## config.mk

```make
export PLATFORM = sky130hd
export DESIGN_NAME = circular_deque_core
export DESIGN_NICKNAME = d
export VERILOG_FILES = /design/src/sv/cdq_pkg.sv /design/src/sv/cdq_cell.sv /design/src/sv/circular_deque_core.sv
export SDC_FILE = /design/constraint.sdc
export NUM_CORES = 1
export LEC_CHECK = 0
export ABC_AREA = 0
export BUFFER_PORTS_ARGS = -buffer_cell sky130_fd_sc_hd__buf_2
export CAP_MARGIN = 10
export CELL_PAD_IN_SITES_DETAIL_PLACEMENT = 2
export CELL_PAD_IN_SITES_GLOBAL_PLACEMENT = 2
export CORE_ASPECT_RATIO = 1.5
export CORE_MARGIN = 8
export CORE_UTILIZATION = 50
export DETAILED_ROUTE_END_ITERATION = 10
export PLACE_DENSITY = 0.94
export SLEW_MARGIN = 30
export SYNTH_ARGS = -nofsm -noshare
export SYNTH_HDL_FRONTEND = slang
export SYNTH_SLANG_ARGS = --single-unit
export TNS_END_PERCENT = 50
```

## constraint.sdc

```tcl
create_clock -name clk_i -period 9 [get_ports clk_i]
set_input_delay 0.45 -clock clk_i [delete_from_list [all_inputs] [get_ports clk_i]]
set_output_delay 0.45 -clock clk_i [all_outputs]
set_load 0.1 [all_outputs]
```

## src/sv/cdq_pkg.sv

```systemverilog
`timescale 1ns / 1ps

package cdq_pkg;

  localparam int WordW = 32;

  typedef enum logic [1:0] {
    OP_PUSH_FRONT = 2'd0,
    OP_PUSH_BACK  = 2'd1,
    OP_POP_FRONT  = 2'd2,
    OP_POP_BACK   = 2'd3
  } cdq_op_e;

  typedef enum logic [1:0] {
    ST_OK    = 2'd0,
    ST_FULL  = 2'd1,
    ST_EMPTY = 2'd2
  } cdq_status_e;

  typedef struct packed {
    cdq_op_e                  opcode;
    logic signed [WordW-1:0]  push_value;
  } cdq_in_t;

  typedef struct packed {
    logic signed [WordW-1:0]  pop_value;
    cdq_status_e              status;
  } cdq_out_t;

  typedef struct packed {
    logic              shr;
    logic              shl;
    logic              wr_back;
    logic              rd_load;
    logic              rd_shift;
    logic [WordW-1:0]  value;
  } cdq_ctrl_t;

endpackage

```

## src/sv/cdq_cell.sv

```systemverilog
`timescale 1ns / 1ps

module cdq_cell import cdq_pkg::*; #(
  parameter int IDX = 0,
  parameter int CW  = 3
) (
  input  logic             clk_i,
  input  cdq_ctrl_t        ctrl_i,
  input  logic [CW-1:0]    count_i,
  input  logic [WordW-1:0] left_data_i,
  input  logic [WordW-1:0] right_data_i,
  input  logic [WordW-1:0] right_rd_i,
  output logic [WordW-1:0] data_o,
  output logic [WordW-1:0] rd_o
);

  logic [WordW-1:0] data_q, data_d;
  logic [WordW-1:0] rd_q, rd_d;

  always_comb begin
    data_d = data_q;
    rd_d   = rd_q;
    if (ctrl_i.shr) begin
      data_d = (IDX == 0) ? ctrl_i.value : left_data_i;
    end else if (ctrl_i.shl) begin
      data_d = right_data_i;
    end else if (ctrl_i.wr_back && (count_i == CW'(IDX))) begin
      data_d = ctrl_i.value;
    end
    if (ctrl_i.rd_load) begin
      rd_d = data_q;
    end else if (ctrl_i.rd_shift) begin
      rd_d = right_rd_i;
    end
  end

  always_ff @(posedge clk_i) begin
    data_q <= data_d;
    rd_q   <= rd_d;
  end

  assign data_o = data_q;
  assign rd_o   = rd_q;

endmodule

```

## src/sv/circular_deque_core.sv

```systemverilog
// Push front, push back and pop front: result strobe in the cycle after start; one word per cycle
// unless busy. Pop back of a deque holding N words: the last word walks down the cell row while
// busy is high, then the result strobes; a pop back on an empty deque answers in the next cycle.
// Reset (asynchronous, active low) empties the deque and clears busy and the strobe.
// The receiver cannot stall: each result is shown for exactly one cycle.
`timescale 1ns / 1ps

module circular_deque_core import cdq_pkg::*; #(
  parameter int DEPTH = 8
) (
  input  logic     clk_i,
  input  logic     rst_ni,
  input  logic     start,
  output logic     busy,
  input  cdq_in_t  item_i,
  output logic     done_o,
  output cdq_out_t result_o
);

  localparam int NCELL = DEPTH - 1;
  localparam int CW    = $clog2(DEPTH);

  logic [CW-1:0]    count_q, count_d;
  logic [CW-1:0]    walk_cnt_q, walk_cnt_d;
  logic             walk_q, walk_d;
  logic             done_q, done_d;
  cdq_out_t         res_q, res_d;
  cdq_ctrl_t        ctrl;
  logic             accept, full, empty;
  logic [WordW-1:0] data_w [NCELL];
  logic [WordW-1:0] rd_w   [NCELL];

  for (genvar i = 0; i < NCELL; i++) begin : g_cell
    cdq_cell #(
      .IDX (i),
      .CW  (CW)
    ) u_cell (
      .clk_i        (clk_i),
      .ctrl_i       (ctrl),
      .count_i      (count_q),
      .left_data_i  ((i == 0) ? '0 : data_w[(i == 0) ? 0 : i - 1]),
      .right_data_i ((i == NCELL - 1) ? '0 : data_w[(i == NCELL - 1) ? i : i + 1]),
      .right_rd_i   ((i == NCELL - 1) ? '0 : rd_w[(i == NCELL - 1) ? i : i + 1]),
      .data_o       (data_w[i]),
      .rd_o         (rd_w[i])
    );
  end

  assign accept = start && !busy;
  assign full   = (count_q == CW'(NCELL));
  assign empty  = (count_q == '0);

  always_comb begin
    ctrl          = '0;
    ctrl.value    = item_i.push_value;
    count_d       = count_q;
    walk_d        = walk_q;
    walk_cnt_d    = walk_cnt_q;
    done_d        = 1'b0;
    res_d         = res_q;
    if (walk_q) begin
      if (walk_cnt_q == '0) begin
        walk_d          = 1'b0;
        done_d          = 1'b1;
        res_d.pop_value = rd_w[0];
        res_d.status    = ST_OK;
      end else begin
        ctrl.rd_shift = 1'b1;
        walk_cnt_d    = walk_cnt_q - 1'b1;
      end
    end else if (accept) begin
      res_d.pop_value = '0;
      res_d.status    = ST_OK;
      done_d          = 1'b1;
      case (item_i.opcode)
        OP_PUSH_FRONT, OP_PUSH_BACK: begin
          if (full) begin
            res_d.status = ST_FULL;
          end else begin
            ctrl.shr     = (item_i.opcode == OP_PUSH_FRONT);
            ctrl.wr_back = (item_i.opcode == OP_PUSH_BACK);
            count_d      = count_q + 1'b1;
          end
        end
        OP_POP_FRONT: begin
          if (empty) begin
            res_d.pop_value = '1;
            res_d.status    = ST_EMPTY;
          end else begin
            ctrl.shl        = 1'b1;
            res_d.pop_value = data_w[0];
            count_d         = count_q - 1'b1;
          end
        end
        default: begin
          if (empty) begin
            res_d.pop_value = '1;
            res_d.status    = ST_EMPTY;
          end else begin
            ctrl.rd_load = 1'b1;
            count_d      = count_q - 1'b1;
            walk_d       = 1'b1;
            walk_cnt_d   = count_q - 1'b1;
            done_d       = 1'b0;
          end
        end
      endcase
    end
  end

  always_ff @(posedge clk_i or negedge rst_ni) begin
    if (!rst_ni) begin
      count_q    <= '0;
      walk_q     <= 1'b0;
      walk_cnt_q <= '0;
      done_q     <= 1'b0;
    end else begin
      count_q    <= count_d;
      walk_q     <= walk_d;
      walk_cnt_q <= walk_cnt_d;
      done_q     <= done_d;
    end
  end

  always_ff @(posedge clk_i) begin
    res_q <= res_d;
  end

  assign busy     = walk_q;
  assign done_o   = done_q;
  assign result_o = res_q;

endmodule

```

== Word-level counts from Yosys, hierarchy flattened ==
Cells that the tools add are included.

* Multiplexer cells: 69
* Equality and inequality tests: 15
* Bitwise gates (word level): 1
* Add/sub/neg operators: 3
* Reductions and logical operators: 26

{| class="wikitable"
|+ Operator list
! operator !! count
|-
| $mux W32 || 36
|-
| $mux W34 || 4
|-
| $pmux W32 S2 || 1
|-
| $mux W3 || 7
|-
| $reduce_bool A3 Y1 || 7
|-
| $mux W1 || 17
|-
| $eq A3 B3 Y1 const B || 4
|-
| $logic_and A1 B1 Y1 || 8
|-
| $mux W4 || 2
|-
| $reduce_and A4 Y1 || 2
|-
| $eq A3 B2 Y1 const B || 2
|-
| $logic_not A3 Y1 || 2
|-
| $ne A2 B1 Y1 const B || 3
|-
| $ne A2 B2 Y1 const B || 3
|-
| $sub A3 B1 Y3 const B || 2
|-
| $pmux W2 S2 || 1
|-
| $reduce_bool A2 Y1 || 2
|-
| $add A3 B1 Y3 const B || 1
|-
| $eq A3 B1 Y1 const B || 1
|-
| $reduce_or A3 Y1 || 1
|-
| $eq A2 B1 Y1 const B || 1
|-
| $eq A2 B2 Y1 const B || 1
|-
| $logic_not A2 Y1 || 1
|-
| $mux W2 || 1
|-
| other kinds (4) || 4
|}

* Register bits: 490
* Output and inout port bits: 36
* Logic and storage cells: 134

== Longest topological paths before layout ==
* Word-level depth: 9
* Gate-level depth with buffers: 8
* Mapped depth without buffers: 5

== Hierarchy ==
From an unflattened synthesis, not the netlist that was laid out.

* Cells, all modules: 1611
* Area, all modules: 24323.3 um2

{| class="wikitable"
|+ Modules (own cells, without submodules)
! module !! area an instance (um2) !! times used !! cells an instance
|-
| cdq_cell at g_cell[3].u_cell ... || 3190.6 || 3 || 211
|-
| cdq_cell at g_cell[1].u_cell ... || 3190.6 || 2 || 210
|-
| cdq_cell at g_cell[4].u_cell || 3188.1 || 1 || 210
|-
| cdq_cell at g_cell[0].u_cell || 2882.8 || 1 || 140
|-
| circular_deque_core || 2299.7 || 1 || 208
|}

== Worst setup path after synthesis ==
No wires, ideal clock.

* Path type: reg-to-reg
* Start point: reg walk_q, in the netlist busy
* End point: reg walk_q, in the netlist busy
* Path slack: 2.664 ns
* Data arrival time: 5.737 ns
* Stages on the path, launching flop included: 4
* Cell sequence: dfrtp_1 > clkbuf_1 > a32oi_1 > inv_1

* Word-level cells in the longest chain between the ends: 4

{| class="wikitable"
|+ Ends and longest elaborated chain
! element !! line !! text
|-
| start: declaration || circular_deque_core.sv:25 || <nowiki>logic walk_q, walk_d;</nowiki>
|-
| start signal: assignment || circular_deque_core.sv:119 || <nowiki>walk_q <= walk_d;</nowiki>
|-
| $logic_not A1 Y1 || circular_deque_core.sv:49 || <nowiki>assign accept = start && !busy;</nowiki>
|-
| $logic_and A1 B1 Y1 || circular_deque_core.sv:49 ||
|-
| $mux W1 || circular_deque_core.sv:71 || <nowiki>end else if (accept) begin</nowiki>
|-
| $mux W1 (*) || circular_deque_core.sv:61 || <nowiki>if (walk_q) begin</nowiki>
|-
| net walk_d || circular_deque_core.sv:25 ||
|}

The timed path passes the listed nets; every way through them passes the cells marked *.
A chain may end at the register's enable or synchronous reset.

== Worst setup path in the final report ==
* Start point: reg count_q[1]
* End point: reg g_cell[2].u_cell.data_q[13], data pin

* Word-level cells in the longest chain between the ends: 7
* Elaborated cells on any way between the ends: 10
* Classes of those cells: eq/ne (1); mux (8); reduce/logical (1)

{| class="wikitable"
|+ Ends and longest elaborated chain
! element !! line !! text
|-
| start: declaration || circular_deque_core.sv:23 || <nowiki>logic [CW-1:0] count_q, count_d;</nowiki>
|-
| start signal: assignment || circular_deque_core.sv:118 || <nowiki>count_q <= count_d;</nowiki>
|-
| $logic_not A3 Y1 || circular_deque_core.sv:51 || <nowiki>assign empty = (count_q == '0);</nowiki>
|-
| $mux W1 || circular_deque_core.sv:86 || <nowiki>if (empty) begin</nowiki>
|-
| $mux W1 || circular_deque_core.sv:75 || <nowiki>case (item_i.opcode)</nowiki>
|-
| $mux W4 (*) || circular_deque_core.sv:71 ||
|-
| $mux W4 (*) || circular_deque_core.sv:61 ||
|-
| $mux W32 || cdq_cell.sv:25 || <nowiki>end else if (ctrl_i.shl) begin</nowiki>
|-
| $mux W32 (*) || cdq_cell.sv:23 || <nowiki>if (ctrl_i.shr) begin</nowiki>
|-
| net g_cell[2].u_cell.data_d[13] || cdq_cell.sv:17 || <nowiki>logic [WordW-1:0] data_q, data_d;</nowiki>
|-
| end signal: assignment || cdq_cell.sv:38 || <nowiki>data_q <= data_d;</nowiki>
|-
| end: declaration || cdq_cell.sv:17 ||
|}

Marked as above.

==> results.md <==
* Outcome: completed
* # IOs at 73
* Final setup vio count at 0
* Critical path data arrival time at 4.60 ns
* Die ar. at 51,200 sq um
* Area Growth Syn to Fin at 9.75%
* DR vias/cell at 6.87
* Die Wd at 187 um
* Hold-fix buffers, CTS at 1
* Clk root buf: clkbuf_16
* Drt pass-1 iters at 5
* Vias at 14.0k
* Max-Slew Margin vs Limit at 0.317
* Core Area at 43,800 sq um
* Share of layout cells above drive strength 1 at 0.274
* Static leakage at 8.77 nW
* Syn Nets at 1,441
* Total grt overflow at 0
* First DRT Iteration DRCs at 1,610
* Sequential area share after synthesis at 0.665
* Antenna violations before repair at 8
* Tmin final at 4.31 ns
* Worst hold-check path type: primary input to asynchronous set/reset pin
* Row count at 94
* Synth Warn # at 0
* Pwr Density at 353 nW/um^2
* Power Total at 8.55 mW
* Buffers added on ports at 72
* Fmax at 232 MHz
* Total global-route track usage at 0.285
* Worst Setup Start Kind: flop
* Slew @ Worst Pin at 1.02 ns
* Post-CTS Setup Repair Bufs at 0
* Clock Latency Late Sink at 0.57 ns
* Netlist cell types at 41
* R2r worst-path depth at 8
* Final period util at 0.479
* Mapped cell area at 22,100 sq um
* Pins over their slew limit at 0
* Chip Height at 273 um
* Clock Sinks at 490
* Longest Clk Path Bufs at 3
* Clock-pin slew on the worst setup and hold paths at 0.07 ns
* # Max-Cap Violations at 0
* Pin count of the biggest net entering global routing at 149
* Htree depth at 2
* CP Data Required Time at 9.29 ns
* GPL Wtd Cong at 0.752
* Post-synth EDFFs at 482
* Layout Skew at 0.0189 ns
* Commonest non-fill, non-tap cell in the layout: edfxtp_1
* # DRC at 0
* Synthesis-stage register bit count at 490
* Crit Path Max Fanout at 97
* Starting Density at 0.504
* Synth Flop Type: edfxtp_1
* Post-DRT Antenna Nets at 0
* CTS tree: done
* Mapped Cells at 1,395
* Dpl hpwl at 37,600 um
* Setup CP Type: flop to flop
* Nets at 1,465
* Final WL at 74,500 um
* Async set-reset flop share out of synthesis at 0.0163
* Final Hold Fails at 0
* Post-DP Area at 22,700 sq um
* Most frequent cells in the layout: 482 x edfxtp_1, 224 x mux2_2, 163 x a221o_1
* WL/cell at 36.6 um
* Post-CTS resize count at 0
* RSZ-0062 raised after global routing: false
* Min Hold Slack at 0.276 ns
* Final TNS setup at 0 ns
* Synth Area per Inst at 15.8 sq um
* Global-route wire length before repair at 110,000 um
* Final instance area at 24,200 sq um
* CP Capture Type: flop
* Worst IR Drop VDD at 0.214 mV
* CTS buffer count at 47
* Vias in the first global route at 15.2k
==> area by class of cell <==
| class | instances | area, sq um |
|---|---|---|
| Sequential cell | 490 | 14700 |
| Clock buffer | 61 | 1270 |
| Antenna cell | 6 | 15.0 |
| Fill cell | 3781 | 19600 |
| Clock inverter | 22 | 155 |
| Tap cell | 576 | 721 |
| Inverter | 7 | 35.0 |
| Timing Repair Buffer | 94 | 563 |
| Multi-Input combinational cell | 779 | 6770 |
==> worst max-delay path, cell delays in order (launching register included) <==
cell and delay (ns):
dfrtp_1 0.47, ha_1 0.26, ha_1 0.31, nor4b_4 0.32
buf_4 0.61, buf_4 0.87, a32oi_4 0.12, buf_6 0.36
a221o_1 0.47
==> worst paths after layout <==
kind	start	endpoint	slack (ns)
min	rst_ni	count_q[0]	0.28
max	count_q[1]	g_cell[2].u_cell.data_o[13]	4.69
min in group clk_i	item_i[24]	g_cell[6].u_cell.data_o[24]	0.32
max in group asynchronous	rst_ni	busy	8.50
min reg2reg	walk_cnt_q[1]	walk_cnt_q[1]	0.55
max reg2reg	count_q[1]	g_cell[2].u_cell.data_o[13]	4.69
==> per-stage QoR <==
step | std cells | setup WS [ns] | util
finish | 2035 | 4.69 | 0.553
global route | 2034 | 4.68 | 0.553
CTS | 2029 | 4.71 | 0.552
detailed placement | 1945 | 4.84 | 0.520
global placement | 1945 | 5.16 | 0.519
floorplan | 1395 | 2.66 | -
==> synthesized netlist by cell type (2+ instances only) <==
cell,instances,area (sq um)
buf_1,8,30.0
nand2_1,40,150
nor2_1,3,11.3
nand3_1,2,10.0
buf_4,5,37.5
clkbuf_1,45,169
a21oi_1,40,200
inv_1,7,26.3
buf_6,25,282
o21ai_0,8,40.0
mux2_2,224,2520
dfrtp_1,8,200
nand3b_1,2,15.0
nand2b_1,4,25.0
edfxtp_1,482,14500
and3_1,161,1010
ha_1,9,113
xnor2_1,4,35.0
nor2b_1,36,225
a22o_1,32,280
and2_1,33,206
a221o_1,163,1630
buf_2,36,180
==> state kept, by name, indices dropped and copies added, names as in the netlist <==
register	cells
g_cell.u_cell.rd_o	224
result_o	34
busy	1
walk_cnt_q	3
g_cell.u_cell.data_o	224
done_o	1
count_q	3
==> per-layer routing <==
metal	global-route usage	share of wire
met4	0.133	0.044
met3	0.0456	0.065
met5	0	0.00036
met1	0.359	0.39
met2	0.479	0.50
==> logic make-up (layout without fill, tap and decap cells) <==
kind of cell / Yosys count / count (layout) / synth area share
DFF: 490 / 490 / 0.665
adders and majority gates: 9 / 9 / 0.00511
AOI/OAI and AO/OA: 252 / 252 / 0.101
other: 0 / 6 / 0
muxes: 224 / 224 / 0.114
buffers and inverters: 126 / 184 / 0.0329
xor gates and xnor gates: 4 / 4 / 0.00159
and+or+nand+nor: 290 / 290 / 0.0793
==> power by group <==
group / internal, mW / switching [mW] / total [mW]
combinational: 0.718 / 1.81 / 2.53
clock: 1.05 / 0.915 / 1.97
sequential: 3.64 / 0.413 / 4.05
Note: power is estimated with default switching activity, not from simulation.
